[config.mk]
export PLATFORM = sky130hd
export DESIGN_NAME = two_button_volume_press_controller_core
export DESIGN_NICKNAME = d
export VERILOG_FILES = /design/src/hw/rtl/tbvpc_pkg.sv /design/src/hw/rtl/two_button_volume_press_controller_core.sv /design/src/hw/rtl/tbvpc_button.sv /design/src/hw/rtl/tbvpc_volume.sv
export SDC_FILE = /design/constraint.sdc
export NUM_CORES = 1
export LEC_CHECK = 0
export BUFFER_PORTS_ARGS = -buffer_cell sky130_fd_sc_hd__buf_2
export CORE_MARGIN = 3
export CORE_UTILIZATION = 30
export CTS_BUF_LIST = sky130_fd_sc_hd__clkbuf_4
export CTS_CLUSTER_SIZE = 20
export DETAILED_ROUTE_END_ITERATION = 7
export SLEW_MARGIN = 15
export SYNTH_ARGS = -nofsm -noshare
export SYNTH_HDL_FRONTEND = slang
export SYNTH_SLANG_ARGS = --single-unit
[constraint.sdc]
create_clock -name clk -period 8 [get_ports clk]
set_clock_uncertainty 0.05 [all_clocks]
set_input_delay 0.8 -clock clk [delete_from_list [all_inputs] [get_ports clk]]
set_output_delay 0.8 -clock clk [all_outputs]
set_load 0.02 [all_outputs]
[src/hw/rtl/tbvpc_pkg.sv]
// package for the two-button volume press controller
// holds action codes, op codes, register indexes, reset values and shared types
// no dependencies
package tbvpc_pkg;

  localparam int unsigned TimeW   = 32;
  localparam int unsigned MsW     = 16;
  localparam int unsigned VolW    = 7;
  localparam int unsigned LoadW   = 8;
  localparam int unsigned CfgIdxW = 2;
  localparam int unsigned CfgDatW = 16;

  localparam logic [VolW-1:0] VOL_MAX = VolW'(100);
  localparam logic [VolW-1:0] VOL_MIN = '0;

  localparam logic [MsW-1:0]  MIN_PRESS_RST  = MsW'(50);
  localparam logic [MsW-1:0]  LONG_PRESS_RST = MsW'(800);
  localparam logic [VolW-1:0] STEP_RST       = VolW'(10);
  localparam logic [VolW-1:0] VOLUME_RST     = VolW'(100);

  typedef enum logic [1:0] {
    ACT_NONE  = 2'd0,
    ACT_SHORT = 2'd1,
    ACT_LONG  = 2'd2
  } action_t;

  typedef enum logic {
    OP_POLL = 1'b0,
    OP_LOAD = 1'b1
  } op_t;

  typedef enum logic [CfgIdxW-1:0] {
    REG_MIN_PRESS  = 2'd0,
    REG_LONG_PRESS = 2'd1,
    REG_STEP       = 2'd2
  } reg_idx_t;

  // press timing thresholds shared by both button trackers
  typedef struct packed {
    logic [MsW-1:0] min_press_ms;
    logic [MsW-1:0] long_hold_ms;
  } press_cfg_t;

endpackage

[src/hw/rtl/two_button_volume_press_controller_core.sv]
// top level of the two-button volume press controller
// input register, two press trackers and volume logic, result register
// depends on tbvpc_pkg, tbvpc_button, tbvpc_volume
//
// channel  direction  handshake             payload
// in       sink       in_valid / in_ready   op, up_down, down_down, now_ms, load_value
// out      source     out_valid / out_ready volume, volume_written, up_action, down_action
// cfg      sink       cfg_valid / cfg_ready cfg_index, cfg_data
//
// one transaction per cycle sustained while out_ready keeps the result register moving;
// the input register loads at acceptance and the result register loads from it when
// the pass advances, and out_valid marks the result held there
// the single pass from input register to result register holds the tracker
// compares and volume saturation, and the state updates in that same cycle
// a stalled result register holds the input register, which then stops taking input
// reset (synchronous) clears both pipeline valids, button state, volume to 100
// and the three registers to 50, 800 and 10; cfg_ready is always high
module two_button_volume_press_controller_core (
  input  logic                             clk,
  input  logic                             rst,
  input  logic                             in_valid,
  output logic                             in_ready,
  input  logic                             op,
  input  logic                             up_down,
  input  logic                             down_down,
  input  logic [tbvpc_pkg::TimeW-1:0]      now_ms,
  input  logic signed [tbvpc_pkg::LoadW-1:0] load_value,
  output logic                             out_valid,
  input  logic                             out_ready,
  output logic [tbvpc_pkg::VolW-1:0]       volume,
  output logic                             volume_written,
  output logic [1:0]                       up_action,
  output logic [1:0]                       down_action,
  input  logic                             cfg_valid,
  output logic                             cfg_ready,
  input  logic [tbvpc_pkg::CfgIdxW-1:0]    cfg_index,
  input  logic [tbvpc_pkg::CfgDatW-1:0]    cfg_data
);
  import tbvpc_pkg::*;

  // configuration registers
  press_cfg_t      press_cfg;
  logic [VolW-1:0] volume_step;

  // input register
  logic                    s1_valid;
  op_t                     s1_op;
  logic                    s1_up;
  logic                    s1_down;
  logic [TimeW-1:0]        s1_now;
  logic signed [LoadW-1:0] s1_load;

  logic            advance;
  logic            poll_en;
  action_t         up_act;
  action_t         down_act;
  logic [VolW-1:0] volume_next;
  logic            written;

  assign cfg_ready = 1'b1;
  assign advance   = s1_valid && (!out_valid || out_ready);
  assign in_ready  = !s1_valid || advance;
  assign poll_en   = advance && (s1_op == OP_POLL);

  always_ff @(posedge clk) begin
    if (rst) begin
      press_cfg.min_press_ms <= MIN_PRESS_RST;
      press_cfg.long_hold_ms <= LONG_PRESS_RST;
      volume_step            <= STEP_RST;
    end else if (cfg_valid) begin
      case (cfg_index)
        REG_MIN_PRESS:  press_cfg.min_press_ms <= cfg_data;
        REG_LONG_PRESS: press_cfg.long_hold_ms <= cfg_data;
        REG_STEP:       volume_step            <= cfg_data[VolW-1:0];
        default: ;
      endcase
    end
  end

  always_ff @(posedge clk) begin
    if (rst) begin
      s1_valid <= 1'b0;
    end else if (in_ready) begin
      s1_valid <= in_valid;
    end
  end

  always_ff @(posedge clk) begin
    if (in_valid && in_ready) begin
      s1_op   <= op_t'(op);
      s1_up   <= up_down;
      s1_down <= down_down;
      s1_now  <= now_ms;
      s1_load <= load_value;
    end
  end

  tbvpc_button u_up (
    .clk     (clk),
    .rst     (rst),
    .en      (poll_en),
    .pressed (s1_up),
    .now_ms  (s1_now),
    .cfg     (press_cfg),
    .action  (up_act)
  );

  tbvpc_button u_down (
    .clk     (clk),
    .rst     (rst),
    .en      (poll_en),
    .pressed (s1_down),
    .now_ms  (s1_now),
    .cfg     (press_cfg),
    .action  (down_act)
  );

  tbvpc_volume u_volume (
    .clk         (clk),
    .rst         (rst),
    .en          (advance),
    .op          (s1_op),
    .load_value  (s1_load),
    .up_act      (up_act),
    .down_act    (down_act),
    .step        (volume_step),
    .volume_next (volume_next),
    .written     (written)
  );

  // result register
  always_ff @(posedge clk) begin
    if (rst) begin
      out_valid <= 1'b0;
    end else if (advance) begin
      out_valid <= 1'b1;
    end else if (out_ready) begin
      out_valid <= 1'b0;
    end
  end

  always_ff @(posedge clk) begin
    if (advance) begin
      volume         <= volume_next;
      volume_written <= written;
      // a load reports no button action
      up_action      <= (s1_op == OP_LOAD) ? ACT_NONE : up_act;
      down_action    <= (s1_op == OP_LOAD) ? ACT_NONE : down_act;
    end
  end

endmodule

[src/hw/rtl/tbvpc_button.sv]
// press tracker for one button: held flag, press start time, long press fired
// computes the short or long action of a poll sample and updates on enable
// depends on tbvpc_pkg
module tbvpc_button (
  input  logic                       clk,
  input  logic                       rst,
  input  logic                       en,
  input  logic                       pressed,
  input  logic [tbvpc_pkg::TimeW-1:0] now_ms,
  input  tbvpc_pkg::press_cfg_t      cfg,
  output tbvpc_pkg::action_t         action
);
  import tbvpc_pkg::*;

  logic             held;
  logic [TimeW-1:0] start_time;
  logic             long_done;

  logic             held_next;
  logic [TimeW-1:0] start_time_next;
  logic             long_done_next;
  logic [TimeW-1:0] elapsed;

  // wraps modulo 2^32
  assign elapsed = now_ms - start_time;

  always_comb begin
    held_next       = held;
    start_time_next = start_time;
    long_done_next  = long_done;
    action          = ACT_NONE;
    if (pressed && !held) begin
      held_next       = 1'b1;
      start_time_next = now_ms;
      long_done_next  = 1'b0;
    end else if (pressed && !long_done &&
                 elapsed >= {{(TimeW-MsW){1'b0}}, cfg.long_hold_ms}) begin
      long_done_next = 1'b1;
      action         = ACT_LONG;
    end else if (!pressed && held) begin
      held_next = 1'b0;
      if (!long_done && elapsed >= {{(TimeW-MsW){1'b0}}, cfg.min_press_ms}) begin
        action = ACT_SHORT;
      end
    end
  end

  always_ff @(posedge clk) begin
    if (rst) begin
      held       <= 1'b0;
      start_time <= '0;
      long_done  <= 1'b0;
    end else if (en) begin
      held       <= held_next;
      start_time <= start_time_next;
      long_done  <= long_done_next;
    end
  end

endmodule

[src/hw/rtl/tbvpc_volume.sv]
// volume register with load clamp, long press set and saturating short steps
// up action applies first, down action applies to its result
// depends on tbvpc_pkg
module tbvpc_volume (
  input  logic                        clk,
  input  logic                        rst,
  input  logic                        en,
  input  tbvpc_pkg::op_t              op,
  input  logic signed [tbvpc_pkg::LoadW-1:0] load_value,
  input  tbvpc_pkg::action_t          up_act,
  input  tbvpc_pkg::action_t          down_act,
  input  logic [tbvpc_pkg::VolW-1:0]  step,
  output logic [tbvpc_pkg::VolW-1:0]  volume_next,
  output logic                        written
);
  import tbvpc_pkg::*;

  logic [VolW-1:0] volume_level;
  logic [VolW-1:0] load_clamped;
  logic [VolW-1:0] after_up;
  logic [VolW:0]   up_sum;

  always_comb begin
    if (load_value[LoadW-1]) begin
      load_clamped = VOL_MIN;
    end else if (load_value > $signed({1'b0, VOL_MAX})) begin
      load_clamped = VOL_MAX;
    end else begin
      load_clamped = load_value[VolW-1:0];
    end
  end

  assign up_sum = {1'b0, volume_level} + {1'b0, step};

  always_comb begin
    case (up_act)
      ACT_LONG:  after_up = VOL_MAX;
      ACT_SHORT: after_up = (up_sum > {1'b0, VOL_MAX}) ? VOL_MAX : up_sum[VolW-1:0];
      default:   after_up = volume_level;
    endcase
  end

  always_comb begin
    if (op == OP_LOAD) begin
      volume_next = load_clamped;
      written     = 1'b1;
    end else begin
      case (down_act)
        ACT_LONG:  volume_next = VOL_MIN;
        ACT_SHORT: volume_next = (step > after_up) ? VOL_MIN : after_up - step;
        default:   volume_next = after_up;
      endcase
      written = (up_act != ACT_NONE) || (down_act != ACT_NONE);
    end
  end

  always_ff @(posedge clk) begin
    if (rst) begin
      volume_level <= VOLUME_RST;
    end else if (en) begin
      volume_level <= volume_next;
    end
  end

endmodule
# After elaboration in Yosys (flattened, before gate mapping)
# Index checks and enable logic that the tools add are counted.
dict set report word_totals {
  out_inout_bits 15
  regBits 171
  word_cells 109
}
dict set report op_classes {
  n_bitwise 1
  magnitude_cmp 7
  reduce_logical 41
  eq_ne 8
  n_addsub 4
  muxes 27
}
# operator n
set op_table {}
lappend op_table {{$ge A32 B16 Y1} 4}
lappend op_table {{$sub A32 B32 Y32} 2}
lappend op_table {{$mux W7} 5}
lappend op_table {{$pmux W7 S2} 2}
lappend op_table {{$mux W1} 14}
lappend op_table {{$reduce_and A2 Y1} 7}
lappend op_table {{$reduce_bool A2 Y1} 7}
lappend op_table {{$logic_and A1 B1 Y1} 13}
lappend op_table {{$mux W2} 6}
lappend op_table {{$add A7 B7 Y8} 1}
lappend op_table {{$gt A8 B7 Y1 const B} 1}
lappend op_table {{$gt A8 B8 Y1 const B} 1}
lappend op_table {{$logic_not A1 Y1} 8}
lappend op_table {{$gt A7 B7 Y1} 1}
lappend op_table {{$sub A7 B7 Y7} 1}
lappend op_table {{$eq A2 B1 Y1 const B} 3}
lappend op_table {{$eq A2 B2 Y1 const B} 3}
lappend op_table {{$reduce_and A3 Y1} 2}
lappend op_table {{$ne A2 B1 Y1 const B} 2}
lappend op_table {{$logic_or A1 B1 Y1} 3}
lappend op_table {{$logic_not A2 Y1} 1}
lappend op_table {{$not A1 Y1} 1}

# Longest topological paths before layout
# Gate-level depths: netlist of the first run.
dict set report depth {
  word_depth 13
  ltp_mapped 35
  mapped_depth_nobuf 34
}

# By module
# Synthesis of the first run repeated with hierarchy kept, for this count alone.
dict set report unflattened {
  cells_unflattened 1573
  hier_area_um2 12988.7
}
# module cells_each n_inst area_per_inst_um2
set by_module_without_submodules {}
lappend by_module_without_submodules {{tbvpc_button at u_up} 567 1 4103.9}
lappend by_module_without_submodules {{tbvpc_button at u_down} 558 1 3913.8}
lappend by_module_without_submodules {two_button_volume_press_controller_core 228 1 3402.0}
lappend by_module_without_submodules {tbvpc_volume 220 1 1569.0}

# Worst setup path after synthesis of the first run
# OpenSTA, ideal clock, no wires.
dict set report synth_timing {
  path_kind {flip-flop to flip-flop}
  start {register s1_now[8]}
  end {register u_volume.volume_level[2]}
  required_ns 7.830
  stages_incl_launch_ff 33
  n_path_buf 1
  arrival_ns 5.992
  slack_ns 1.838
  period_less_slack_ns 6.162
  cell_sequence {edfxtp_1 -> ha_1 -> and4_1 -> and3_1 -> a21bo_2 -> and2_1 -> o21ai_0 -> xor2_1 -> ha_1 -> a21o_1 -> a21o_1 -> a21oi_1 -> o21ai_0 -> a31oi_1 -> and4_1 -> o21ai_1 -> or2_1 -> ha_1 -> clkbuf_1 -> and3_1 -> nand2_1 -> o21ai_0 -> ha_1 -> nor2b_1 -> o21ai_0 -> a21oi_1 -> o21ai_0 -> a21oi_1 -> a21oi_1 -> or3_1 -> o21ai_0 -> a21o_1 -> o31a_1}
}
dict set report synth_via {
  elab_chain_len 13
  elab_cells_between_ends 28
}
# element line_no
set synth_lines {}
lappend synth_lines {{start: declaration} two_button_volume_press_controller_core.sv:50} ;# logic [TimeW-1:0] s1_now;
lappend synth_lines {{start signal: assignment} two_button_volume_press_controller_core.sv:93} ;# s1_now <= now_ms;
lappend synth_lines {{$sub A32 B32 Y32} tbvpc_button.sv:25} ;# assign elapsed = now_ms - start_time;
lappend synth_lines {{$ge A32 B16 Y1} tbvpc_button.sv:42} ;# if (!long_done && elapsed >= {{(TimeW-MsW){1'b0}}, cfg.min_press_ms}) begin
lappend synth_lines {{$logic_and A1 B1 Y1} tbvpc_button.sv:42}
lappend synth_lines {{$mux W1} tbvpc_button.sv:42}
lappend synth_lines {{$mux W2} tbvpc_button.sv:40} ;# end else if (!pressed && held) begin
lappend synth_lines {{$mux W2} tbvpc_button.sv:36} ;# end else if (pressed && !long_done &&
lappend synth_lines {{$mux W2} tbvpc_button.sv:32} ;# if (pressed && !held) begin
lappend synth_lines {{$eq A2 B1 Y1 or $eq A2 B2 Y1 (tied branches)} tbvpc_volume.sv:36} ;# case (up_act)
lappend synth_lines {{$pmux W7 S2} tbvpc_volume.sv:36}
lappend synth_lines {{$sub A7 B7 Y7 or $gt A7 B7 Y1 (tied branches)} tbvpc_volume.sv:50} ;# ACT_SHORT: volume_next = (step > after_up) ? VOL_MIN : after_up - step;
lappend synth_lines {{$mux W7} tbvpc_volume.sv:50}
lappend synth_lines {{$pmux W7 S2 *} tbvpc_volume.sv:48} ;# case (down_act)
lappend synth_lines {{$mux W7 *} tbvpc_volume.sv:44} ;# if (op == OP_LOAD) begin
lappend synth_lines {{named net u_volume.volume_next, one bit} tbvpc_volume.sv:13} ;# output logic [tbvpc_pkg::VolW-1:0] volume_next,
lappend synth_lines {{end signal: assignment} tbvpc_volume.sv:61} ;# volume_level <= volume_next;
lappend synth_lines {{end: declaration} tbvpc_volume.sv:18} ;# logic [VolW-1:0] volume_level;
# The timed path passes the listed nets; every way through them passes the cells marked *.
# A chain may end at the register's enable or synchronous reset.

# Worst setup path after layout of the first run
dict set report layout_timing {
  start {register s1_now[10]}
  end {register u_volume.volume_level[3]}
}
# The elaborated chain is that of the path after synthesis.

==> results of run 1 <==
[cells in the mapped netlist, types with 9 or more instances]
| cell type | number |
|---|---|
| nand4_1 | 25 |
| o21a_1 | 14 |
| nor2b_1 | 14 |
| nand3_1 | 12 |
| clkbuf_1 | 50 |
| buf_2 | 10 |
| a211oi_1 | 12 |
| edfxtp_1 | 55 |
| a31oi_1 | 9 |
| nand2b_1 | 19 |
| o21ai_0 | 57 |
| a21oi_1 | 189 |
| nor3_1 | 30 |
| dfxtp_1 | 116 |
| nand2_1 | 259 |
| mux2i_1 | 10 |
| nor2_1 | 76 |
| a21o_1 | 57 |
| inv_1 | 129 |
| o211ai_1 | 14 |
| and2_1 | 10 |
| xor2_1 | 17 |
| ha_1 | 149 |
| xnor2_1 | 34 |
[cells in the final DEF (no fill, tap or decap), drive strengths merged, types with 14 or more instances in the layout]
cell	netlist	final
nand2b	19	19
nand2	259	259
clkbuf	50	18
a21oi	190	190
inv	129	136
ha	149	149
nand4	25	25
o21a	15	15
xor2	17	17
o211ai	14	14
buf	14	86
nor2	77	77
nor3	30	30
a21o	57	57
edfxtp	55	55
o21ai	62	62
dfxtp	116	116
nor2b	14	14
xnor2	34	34
[final timing paths]
| kind | endpoint | slack [ns] | depth (start not counted) |
|---|---|---|---|
| worst max-delay path | u_volume.volume_level[3] | 0.80 | 29 |
| worst max register to register | u_volume.volume_level[3] | 0.80 | 29 |
| worst min-delay path | s1_up | 0.24 | 1 |
| worst min register to register | u_down.start_time[17] | 0.41 | 2 |
[worst max-delay path, delay by kind of cell, from the launching register on]
family          cells  cell delay, ns
xor+xnor            1            0.26
flops               1            0.49
simple gates        8            1.81
fa+ha+maj           4            1.61
compound gates     16            2.89
[flip-flops by register name, indices dropped and copies added (netlist names), 2 cells and up]
name                   count
u_up.start_time           32
press_cfg                 32
volume                     7
u_volume.volume_level      7
volume_step                7
s1_now                    32
s1_load                    8
down_action                2
up_action                  2
u_down.start_time         32
[through the flow]
step           total power, W  area (µm²)
6_report              0.00207       13500
5_1_grt               0.00220       13500
4_1_cts               0.00209       13500
3_5_place_dp          0.00153       13200
3_3_place_gp          0.00152       13200
2_1_floorplan         0.00138       12300
[cell type report]
type | instances | area (µm²) | share of cell area [%]
Multi-Input combinational cell | 1154 | 7620 | 56.5
Sequential cell | 171 | 3970 | 29.5
Tap cell | 525 | 657 | 4.87
Inverter | 129 | 484 | 3.59
Timing Repair Buffer | 86 | 450 | 3.34
Clock inverter | 14 | 160 | 1.19
Clock buffer | 18 | 135 | 1.00
Antenna cell | 4 | 10.0 | 0.0742
[per-layer routing]
layer  track usage (%)  vias to the layer above
li1                  -                     5453
met1              22.6                     5168
met2              24.3                      251
met3              2.66                       56
met4              5.36                        2
met5                 0                        -
[logic make-up (layout without fill, tap and decap cells)]
family / Yosys count / in the layout / share of synthesized area [%]
AOI/OAI and AO/OA: 450 / 450 / 23.5
xor gates and xnor gates: 51 / 51 / 3.62
and+or+nand+nor: 489 / 489 / 17.9
other: 1 / 5 / 0.0304
DFF: 171 / 171 / 32.2
adders and majority gates: 153 / 153 / 15.8
buffers and inverters: 193 / 247 / 6.18
muxes: 10 / 10 / 0.811
[power by group]
| part | switching [W] | internal (W) | leakage, nW | total [W] |
|---|---|---|---|---|
| Combinational | 0.000335 | 0.000224 | 3.56 | 0.000559 |
| Clock | 0.000349 | 0.000197 | 0.158 | 0.000546 |
| Sequential | 0.0000315 | 0.000932 | 1.48 | 0.000964 |
==> key figures, run 1 <==
Status
  • Status: finished, final reports clean

STA
  • Final worst slack: 0.801 ns
  • Period utilization: 90.0%
  • Least-Margin Pin Slew: 1.09 ns
  • Rel. slew slack: 27.5%
  • Final Slew Violations: 0
  • FMAX: 139 MHz
  • Hold Slack: 0.243 ns
  • RSZ-0062 raised after global routing: false
  • Final Hold Violating Endpoints: 0
  • Setup Viol. Count Final: 0
  • Minimum clock period: 7.20 ns
  • TNS Setup: 0 ns

Critical path
  • Nature of the critical path startpoint: flip-flop
  • Crit. End Element: flip-flop
  • Critical-path maximum fanout: 12
  • Most frequent CP cell: a21oi_1
  • Reg2Reg Launch Point: s1_now[10]
  • Critical Path Source: s1_now[10]
  • Critical Path RT: 8.54 ns
  • Crit path DAT: 7.73 ns
  • Critical Path Max Stage Delay: 0.50 ns
  • Setup CP Type: flip-flop to flip-flop
  • Critical-path top delay cell: ha_1

CTS
  • Root Driver: clkbuf_4
  • CTS Buffer Depth: 2
  • CTS tree: built
  • Hold_buf cts: 0
  • Worst-Skew Late Latency: 0.67 ns
  • # Post-CTS Setup Buffers: 0
  • Clock slew at reported path FFs: 0.16 ns
  • CTS resizes: 0
  • Clock sinks: 171
  • CTS buffer count: 17
  • Max H-tree Level: 4

Pwr
  • Static Leak: 5.19 nW
  • Power Density: 153 mW/mm²
  • Worst VDD drop: 88.5 µV

Finish
  • Fillers: 4228
  • Finished Layout Cells: 2101
  • Area delta synth->final: 9.27%
  • Proportion of layout cells with a drive suffix above 1: 9.22%
  • Final nets: 1778
  • Util after Layout: 33.6%

Yosys
  • Area contributors post-synth: dfxtp_1 (19%), ha_1 (15%), edfxtp_1 (13%)
  • Netlist cell types: 80
  • Async set-or-reset flop fraction in the synthesized netlist: 0%
  • Syn Std Cell Area: 0.0123 mm²
  • Top FF cell, synth: dfxtp_1
  • Synth Register Bits: 171
  • Post-synthesis instance total: 1518
  • Mapped Nets: 1737
  • Synth top area share: 18.8%
  • Post-synth EDFFs: 55
  • Yosys warning count: 0
  • Synth area leader: dfxtp_1
  • Post-synthesis sequential area ratio: 32.2%
  • Syn avg cell area: 8.13 µm²

GRT
  • Global-route wire length before repair: 55500 µm
  • All-Layer GR Usage: 15.8%
  • Antenna violations before repair: 4
  • Largest net degree at the start of global routing: 99
  • Vias in the first global route: 10400
  • Overflow after GRT: 0

Placement
  • Setup WS pre-CTS: 0.937 ns
  • DP HPWL: 27400 µm
  • Port bufs: 79
  • Placed Instances: 2065
  • RD Place Congestion: 0.935

Min path
  • Min-delay worst type: input port to flip-flop
  • Hold_sp: up_down

Detailed routing
  • Top Layer Used: met5
  • Initial DRC Count: 723
  • Wl on met1: 17200 µm
  • Vias: 10900
  • Final wirelength: 35200 µm
  • Drt wl/cell: 16.8 µm
  • Routed Antenna Nets: 0
  • First-pass DRT Iterations: 4
  • Vias/cell: 5.20
  • Metal3 WL: 1570 µm
  • DRC Markers: 0
  • Routed wl met2: 15600 µm

Floorplanning
  • Die H: 209 µm
  • Die width: 209 µm
  • Rows: 73
  • # IOs: 81
  • Core area: 0.0402 mm²
  • Initial core utilization: 30.7%
  • Die area: 0.0436 mm²

Job
  • Max Cap Violations: 0
Note: power is estimated with default switching activity, not from simulation.
==> run 2: changes to the inputs <==
--- a/config.mk
+++ b/config.mk
@@ -11,6 +11,7 @@
 export CTS_BUF_LIST = sky130_fd_sc_hd__clkbuf_4
 export CTS_CLUSTER_SIZE = 20
 export DETAILED_ROUTE_END_ITERATION = 7
+export REMOVE_ABC_BUFFERS = 1
 export SLEW_MARGIN = 15
 export SYNTH_ARGS = -nofsm -noshare
 export SYNTH_HDL_FRONTEND = slang
==> constraint.sdc (replaced) <==
create_clock -name clk -period 8 [get_ports clk]
set_clock_uncertainty 0.05 [all_clocks]
set_input_delay 0.4 -clock clk [delete_from_list [all_inputs] [get_ports clk]]
set_output_delay 0.4 -clock clk [all_outputs]
set_load 0.02 [all_outputs]
==> key figures, run 2 (synthesis results as in run 1) <==
GRT
  • Antenna violations before repair: 1 (was 4)
  • Overflow after GRT: 0 (unchanged)
  • Largest net degree at the start of global routing: 91 (was 99)
  • All-Layer GR Usage: 16.0% (was 15.8%)
  • Global-route wire length before repair: 56200 µm (was 55500 µm)
  • Vias in the first global route: 10800 (was 10400)

Critical path
  • Instance count on the critical path: 31 (was 29)
  • Critical Path Source: s1_now[10] (unchanged)
  • Critical-path top delay cell: ha_1 (unchanged)
  • Worst R2R Setup Slack: 0.79 ns (was 0.80 ns)
  • Critical-path maximum fanout: 12 (unchanged)
  • Reg2Reg Launch Point: s1_now[10] (unchanged)
  • Critical Path Max Stage Delay: 0.51 ns (was 0.50 ns)
  • Setup CP Type: flip-flop to flip-flop (unchanged)
  • Critical Path RT: 8.48 ns (was 8.54 ns)
  • Crit path DAT: 7.69 ns (was 7.73 ns)
  • Nature of the critical path startpoint: flip-flop (unchanged)
  • WP buf/inv: 0 (unchanged)
  • Crit. End Element: flip-flop (unchanged)
  • Reg2reg end: u_volume.volume_level[2] (was u_volume.volume_level[3])
  • Most frequent CP cell: o21ai_0 (was a21oi_1)
  • Cell class contributing the biggest share of worst-path delay: compound AO/OA/AOI/OAI gates (unchanged)
  • FF-to-FF path depth: 31 (was 29)
  • Worst Setup EP: u_volume.volume_level[2] (was u_volume.volume_level[3])

Finish
  • Final non-filler cell area: 0.0141 mm² (was 0.0135 mm²)
  • FF+latch area: 0.00397 mm² (unchanged)
  • Commonest non-fill, non-tap cell in the layout: nand2_1 (unchanged)
  • Proportion of layout cells with a drive suffix above 1: 8.82% (was 9.22%)
  • Final nets: 1839 (was 1778)
  • Footprint of the multi-input gates: 0.00761 mm² (was 0.00762 mm²)
  • Area delta synth->final: 14.5% (was 9.27%)
  • Fillers: 4217 (was 4228)
  • Most frequent cells in the layout: nand2_1 (259), a21oi_1 (189), ha_1 (149), inv_1 (129), dfxtp_1 (116) (unchanged)

STA
  • Period utilization: 90.2% (was 90.0%)
  • Minimum clock period: 7.21 ns (was 7.20 ns)
  • FMAX: 139 MHz (about the same)
  • Final Slew Violations: 0 (unchanged)
  • Setup Viol. Count Final: 0 (unchanged)
  • Rel. slew slack: 21.6% (was 27.5%)
  • RSZ-0062 raised after global routing: false (unchanged)
  • Hold Slack: 0.246 ns (was 0.243 ns)
  • Final Hold Violating Endpoints: 0 (unchanged)
  • TNS Setup: 0 ns (unchanged)
  • Least-Margin Pin Slew: 1.17 ns (was 1.09 ns)

Pwr
  • Static Leak: 5.46 nW (was 5.19 nW)
  • Gate power share: 27.6% (was 27.0%)
  • Sw Ratio: 32.5% (was 34.6%)
  • Internal: 0.00144 W (was 0.00135 W)
  • Power Density: 151 mW/mm² (was 153 mW/mm²)
  • Clock share of power: 27.3% (was 26.4%)
  • Sequential power share: 45.1% (was 46.6%)
  • NetSw: 0.000694 W (was 0.000715 W)
  • Worst VDD drop: 95.9 µV (was 88.5 µV)

Detailed routing
  • Final wirelength: 35300 µm (was 35200 µm)
  • Drt wl/cell: 16.4 µm (was 16.8 µm)
  • Vias/cell: 5.09 (was 5.20)
  • Initial DRC Count: 809 (was 723)
  • DRC Markers: 0 (unchanged)
  • Routed Antenna Nets: 0 (unchanged)
  • Vias: 11000 (was 10900)
  • First-pass DRT Iterations: 5 (was 4)

CTS
  • CTS Buffer Depth: 2 (unchanged)
  • Worst-Skew Late Latency: 0.64 ns (was 0.67 ns)
  • Clock sinks: 171 (unchanged)
  • CTS buffer count: 17 (unchanged)
  • # Post-CTS Setup Buffers: 0 (unchanged)
  • Clock slew at reported path FFs: 0.14 ns (was 0.16 ns)
  • CTS tree: built (unchanged)
  • Max H-tree Level: 4 (unchanged)
  • Root Driver: clkbuf_4 (unchanged)

Min path
  • Min-delay worst type: input port to flip-flop (unchanged)

Floorplanning
  • Die width: 209 µm (unchanged)
  • Core area: 0.0402 mm² (unchanged)
  • Die H: 209 µm (unchanged)
  • Rows: 73 (unchanged)
  • Initial core utilization: 30.7% (unchanged)
  • Die area: 0.0436 mm² (unchanged)
  • # IOs: 81 (unchanged)

Placement
  • Dpl cell area: 0.0132 mm² (about the same)
  • RD Place Congestion: 0.875 (was 0.935)
  • DP HPWL: 27200 µm (was 27400 µm)
  • Port bufs: 79 (unchanged)

Status
  • Status: finished, final reports clean (unchanged)

Job
  • Max Cap Violations: 0 (unchanged)
run 2: what timing repair did:
action	in CTS	in global routing
hold buffers	63	0
hold endpoints to repair	84	0
resized for setup	0	0
run 2: worst min-delay path by stage:
stage	from	to	slack, ns	depth (start not counted)
after floorplan	press_cfg[10]	press_cfg[10]	0.38	2
after global placement	u_down.start_time[14]	u_down.start_time[14]	0.39	2
after detailed placement	u_down.start_time[28]	u_down.start_time[28]	0.40	2
after CTS	cfg_index[0]	press_cfg[25]	0.16	5
after global routing	cfg_index[0]	press_cfg[27]	0.21	5
final	cfg_index[0]	press_cfg[27]	0.25	5
run 2: per-layer routing:
layer | global-route usage (%) | wire, µm
met2 | 26.1 | 15900
met3 | 2.63 | 1520
met1 | 21.8 | 17200
met5 | 0 | 0
met4 | 5.03 | 702
run 2: stage by stage:
step | total power (W) | setup WS [ns] | utilization (%) | cells
final | 0.00213 | 0.785 | 35.2 | 2160
after global placement | 0.00153 | 1.03 | 32.8 | 2063
after global routing | 0.00226 | 0.150 | 35.2 | 2160
after CTS | 0.00216 | 0.798 | 35.1 | 2158
after detailed placement | 0.00154 | 0.895 | 32.8 | 2063
after floorplan | 0.00137 | 1.97 | - | 1454
run 2: power groups by stage:
| stage | Combinational (W) | Sequential, W | Clock, W |
|---|---|---|---|
| after CTS | 0.000588 | 0.000962 | 0.000608 |
| after global routing | 0.000660 | 0.000967 | 0.000638 |
| after global placement | 0.000550 | 0.000980 | 0 |
| after floorplan | 0.000393 | 0.000974 | 0 |
| after detailed placement | 0.000561 | 0.000981 | 0 |
| final | 0.000588 | 0.000962 | 0.000582 |
run 2: tightest hold or removal path, delay by kind of cell:
| kind | cells | cell delay, ns |
|---|---|---|
| compound gates | 1 | 0.05 |
| buf+inv | 2 | 0.31 |
| simple gates | 2 | 0.14 |
run 2: area by class of cell:
type / count / area share [%]
Sequential cell: 171 / 28.1
Clock inverter: 11 / 1.20
Antenna cell: 2 / 0.0354
Inverter: 129 / 3.43
Clock buffer: 21 / 1.12
Timing Repair Buffer: 147 / 7.55
Multi-Input combinational cell: 1154 / 53.9
Tap cell: 525 / 4.65
==> run 3: changes to the inputs <==
--- a/config.mk
+++ b/config.mk
@@ -15,4 +15,5 @@
 export SLEW_MARGIN = 15
 export SYNTH_ARGS = -nofsm -noshare
 export SYNTH_HDL_FRONTEND = slang
+export SYNTH_HIERARCHICAL = 1
 export SYNTH_SLANG_ARGS = --single-unit
==> key figures, run 3 <==
Yosys
  • Synth top cells by count: nand2_1 (209), inv_1 (170), a21oi_1 (158) (was nand2_1 (259), a21oi_1 (189), ha_1 (149))
  • Synth Register Bits: 171 (unchanged)
  • Netlist cell types: 94 (was 80)
  • Post-synth EDFFs: 55 (unchanged)
  • Post-synthesis instance total: 1573 (was 1518)
  • Top FF cell, synth: dfxtp_1 (unchanged)
  • Area contributors post-synth: dfxtp_1 (18%), ha_1 (14%), edfxtp_1 (13%) (was dfxtp_1 (19%), ha_1 (15%), edfxtp_1 (13%))
  • Yosys warning count: 6 (was 0)
  • Synth top area share: 17.9% (was 18.8%)
  • Async set-or-reset flop fraction in the synthesized netlist: 0% (unchanged)
  • Count leader, synth: nand2_1 (unchanged)
  • Syn avg cell area: 8.26 µm² (was 8.13 µm²)
  • Synth area leader: dfxtp_1 (unchanged)
  • Syn Std Cell Area: 0.0130 mm² (was 0.0123 mm²)
  • Post-synthesis sequential area ratio: 30.6% (was 32.2%)

Detailed routing
  • Vias: 11200 (was 11000)
  • Initial DRC Count: 609 (was 809)
  • Drt wl/cell: 15.4 µm (was 16.4 µm)
  • First-pass DRT Iterations: 5 (unchanged)
  • Vias/cell: 4.94 (was 5.09)
  • Routed Antenna Nets: 0 (unchanged)
  • Final wirelength: 35100 µm (was 35300 µm)
  • DRC Markers: 0 (unchanged)

Placement
  • Setup WS pre-CTS: 1.13 ns (was 0.895 ns)
  • Port bufs: 79 (unchanged)
  • Dpl cell area: 0.0139 mm² (was 0.0132 mm²)
  • RD Place Congestion: 0.895 (was 0.875)
  • Placed Instances: 2177 (was 2063)
  • DP HPWL: 27500 µm (was 27200 µm)

Finish
  • Fillers: 4439 (was 4217)
  • Proportion of layout cells with a drive suffix above 1: 9.79% (was 8.82%)
  • Area delta synth->final: 13.7% (was 14.5%)
  • Finished Layout Cells: 2274 (was 2160)
  • Final non-filler cell area: 0.0148 mm² (was 0.0141 mm²)
  • Final nets: 1902 (was 1839)
  • Util after Layout: 34.9% (was 35.2%)
  • Commonest non-fill, non-tap cell in the layout: nand2_1 (unchanged)
  • Most frequent cells in the layout: nand2_1 (209), inv_1 (170), a21oi_1 (158), ha_1 (149), dfxtp_1 (116) (was nand2_1 (259), a21oi_1 (189), ha_1 (149), inv_1 (129), dfxtp_1 (116))

CTS
  • CTS Buffer Depth: 2 (unchanged)
  • Root Driver: clkbuf_4 (unchanged)
  • Max H-tree Level: 4 (unchanged)
  • CTS resizes: 0 (unchanged)
  • CTS buffer count: 17 (unchanged)
  • Worst-Skew Late Latency: 0.66 ns (was 0.64 ns)
  • Clock sinks: 171 (unchanged)
  • CTS tree: built (unchanged)
  • Clock slew at reported path FFs: 0.15 ns (was 0.14 ns)

STA
  • Final Hold Violating Endpoints: 0 (unchanged)
  • TNS Setup: 0 ns (unchanged)
  • Rel. slew slack: 25.0% (was 21.6%)
  • Minimum clock period: 6.92 ns (was 7.21 ns)
  • Least-Margin Pin Slew: 1.12 ns (was 1.17 ns)
  • FMAX: 144 MHz (was 139 MHz)
  • Final Slew Violations: 0 (unchanged)
  • Setup Viol. Count Final: 0 (unchanged)
  • RSZ-0062 raised after global routing: false (unchanged)
  • Period utilization: 86.5% (was 90.2%)
  • Final worst slack: 1.08 ns (was 0.785 ns)

Floorplanning
  • Core area: 0.0423 mm² (was 0.0402 mm²)
  • Initial core utilization: 30.7% (about the same)
  • Die width: 214 µm (was 209 µm)
  • Die H: 214 µm (was 209 µm)
  • Die area: 0.0458 mm² (was 0.0436 mm²)
  • # IOs: 81 (unchanged)
  • Rows: 75 (was 73)

Pwr
  • Worst VDD drop: 86.9 µV (was 95.9 µV)
  • Static Leak: 5.70 nW (was 5.46 nW)
  • Power Density: 140 mW/mm² (was 151 mW/mm²)

Critical path
  • Crit path DAT: 7.26 ns (was 7.69 ns)
  • Critical-path maximum fanout: 14 (was 12)
  • Nature of the critical path startpoint: flip-flop (unchanged)
  • Critical Path RT: 8.33 ns (was 8.48 ns)
  • Setup CP Type: flip-flop to flip-flop (unchanged)
  • Crit. End Element: flip-flop (unchanged)

Status
  • Status: finished, final reports clean (unchanged)

GRT
  • Antenna violations before repair: 1 (unchanged)
  • Vias in the first global route: 11000 (was 10800)
  • Largest net degree at the start of global routing: 88 (was 91)
  • Overflow after GRT: 0 (unchanged)
  • Global-route wire length before repair: 57100 µm (was 56200 µm)
  • All-Layer GR Usage: 15.3% (was 16.0%)

Min path
  • Min-delay worst type: input port to flip-flop (unchanged)

Job
  • Max Cap Violations: 0 (unchanged)
==> run 3: cell count changes in the layout (fill, tap and decap cells not counted), moves of 6 or more <==
| cell | previous run | this run |
|---|---|---|
| nand2_1 | 259 | 209 |
| nand2b_1 | 19 | 62 |
| inv_1 | 129 | 170 |
| mux2i_1 | 10 | 45 |
| a21oi_1 | 189 | 158 |
| a21o_1 | 57 | 35 |
| nor3_1 | 30 | 19 |
| nor2_1 | 76 | 84 |
| o31ai_1 | 3 | 11 |
| nand3_1 | 12 | 18 |
| o2111ai_1 | 3 | 9 |
==> run 3: logic make-up after synthesis <==
group	Yosys count	synth area share [%]
AND/OR/NAND/NOR	500	18.7
AO/OA/AOI/OAI	420	21.3
adder cells (fa/ha/maj)	153	15.0
XOR/XNOR	51	3.44
flip-flops	171	30.6
other	1	0.0289
buffers and inverters	228	7.12
multiplexers	49	3.81
==> run 3: final cells by class <==
type | count | area [µm²] | share of cell area (%)
Clock inverter | 14 | 123 | 0.830
Multi-Input combinational cell | 1174 | 8090 | 54.8
Inverter | 170 | 638 | 4.32
Tap cell | 577 | 722 | 4.89
Timing Repair Buffer | 149 | 1080 | 7.34
Antenna cell | 1 | 2.50 | 0.0169
Sequential cell | 171 | 3970 | 26.9
Clock buffer | 18 | 135 | 0.915
==> run 3: worst paths after layout <==
check,from,cells past startpoint,end,slack [ns]
worst max-delay path,s1_now[0],25,volume[0],1.08
worst min-delay path,cfg_data[0],3,volume_step[0],0.07
worst min register to register,u_down/start_time[14],2,u_down/start_time[14],0.41
worst max register to register,s1_now[0],25,volume[0],1.08
==> run 3: where the power goes <==
part	switching, W	leakage, nW	internal, W
Combinational	0.000363	4.10	0.000260
Clock	0.000325	0.132	0.000157
Sequential	0.0000357	1.48	0.000933
Total	0.000723	5.70	0.00135
==> run 3: per-layer routing <==
| layer | vias to the layer above | wire, µm | GRT usage [%] |
|---|---|---|---|
| met5 | - | 0 | 0 |
| met4 | 0 | 580 | 3.84 |
| met3 | 34 | 1430 | 2.89 |
| met2 | 230 | 15800 | 25.0 |
| met1 | 5217 | 17300 | 20.8 |
| li1 | 5761 | - | - |
==> run 3: worst max-delay path, cell delays in order (launching register included) <==
cell and delay (ns):
edfxtp_1 0.42, inv_1 0.06, ha_1 0.22, fa_1 0.40
and2b_1 0.23, o2111ai_1 0.17, a21oi_1 0.44, o21ai_2 0.17
a211oi_1 0.39, nor4b_1 0.11, a311oi_1 0.32, o21a_1 0.24
a31o_1 0.18, and4_1 0.24, inv_1 0.07, ha_1 0.46
nand2_1 0.22, a21o_1 0.12, a2111oi_2 0.05, or2_2 0.31
ha_1 0.23, or4_1 0.56, o211ai_1 0.46, o21ai_0 0.16
a31oi_1 0.23, o21ai_0 0.11
==> run 3: what timing repair did <==
| action | in CTS | in global routing |
|---|---|---|
| endpoints found under the hold margin | 78 | 0 |
| setup buffers | 0 | 0 |
| hold buffers | 64 | 0 |
==> run 3: per-stage QoR <==
stage               total power, W  hold WS [ns]
floorplan                  0.00140         0.380
global placement           0.00157         0.393
detailed placement         0.00158         0.397
CTS                        0.00210       0.00534
global route               0.00222        0.0568
finish                     0.00207        0.0713
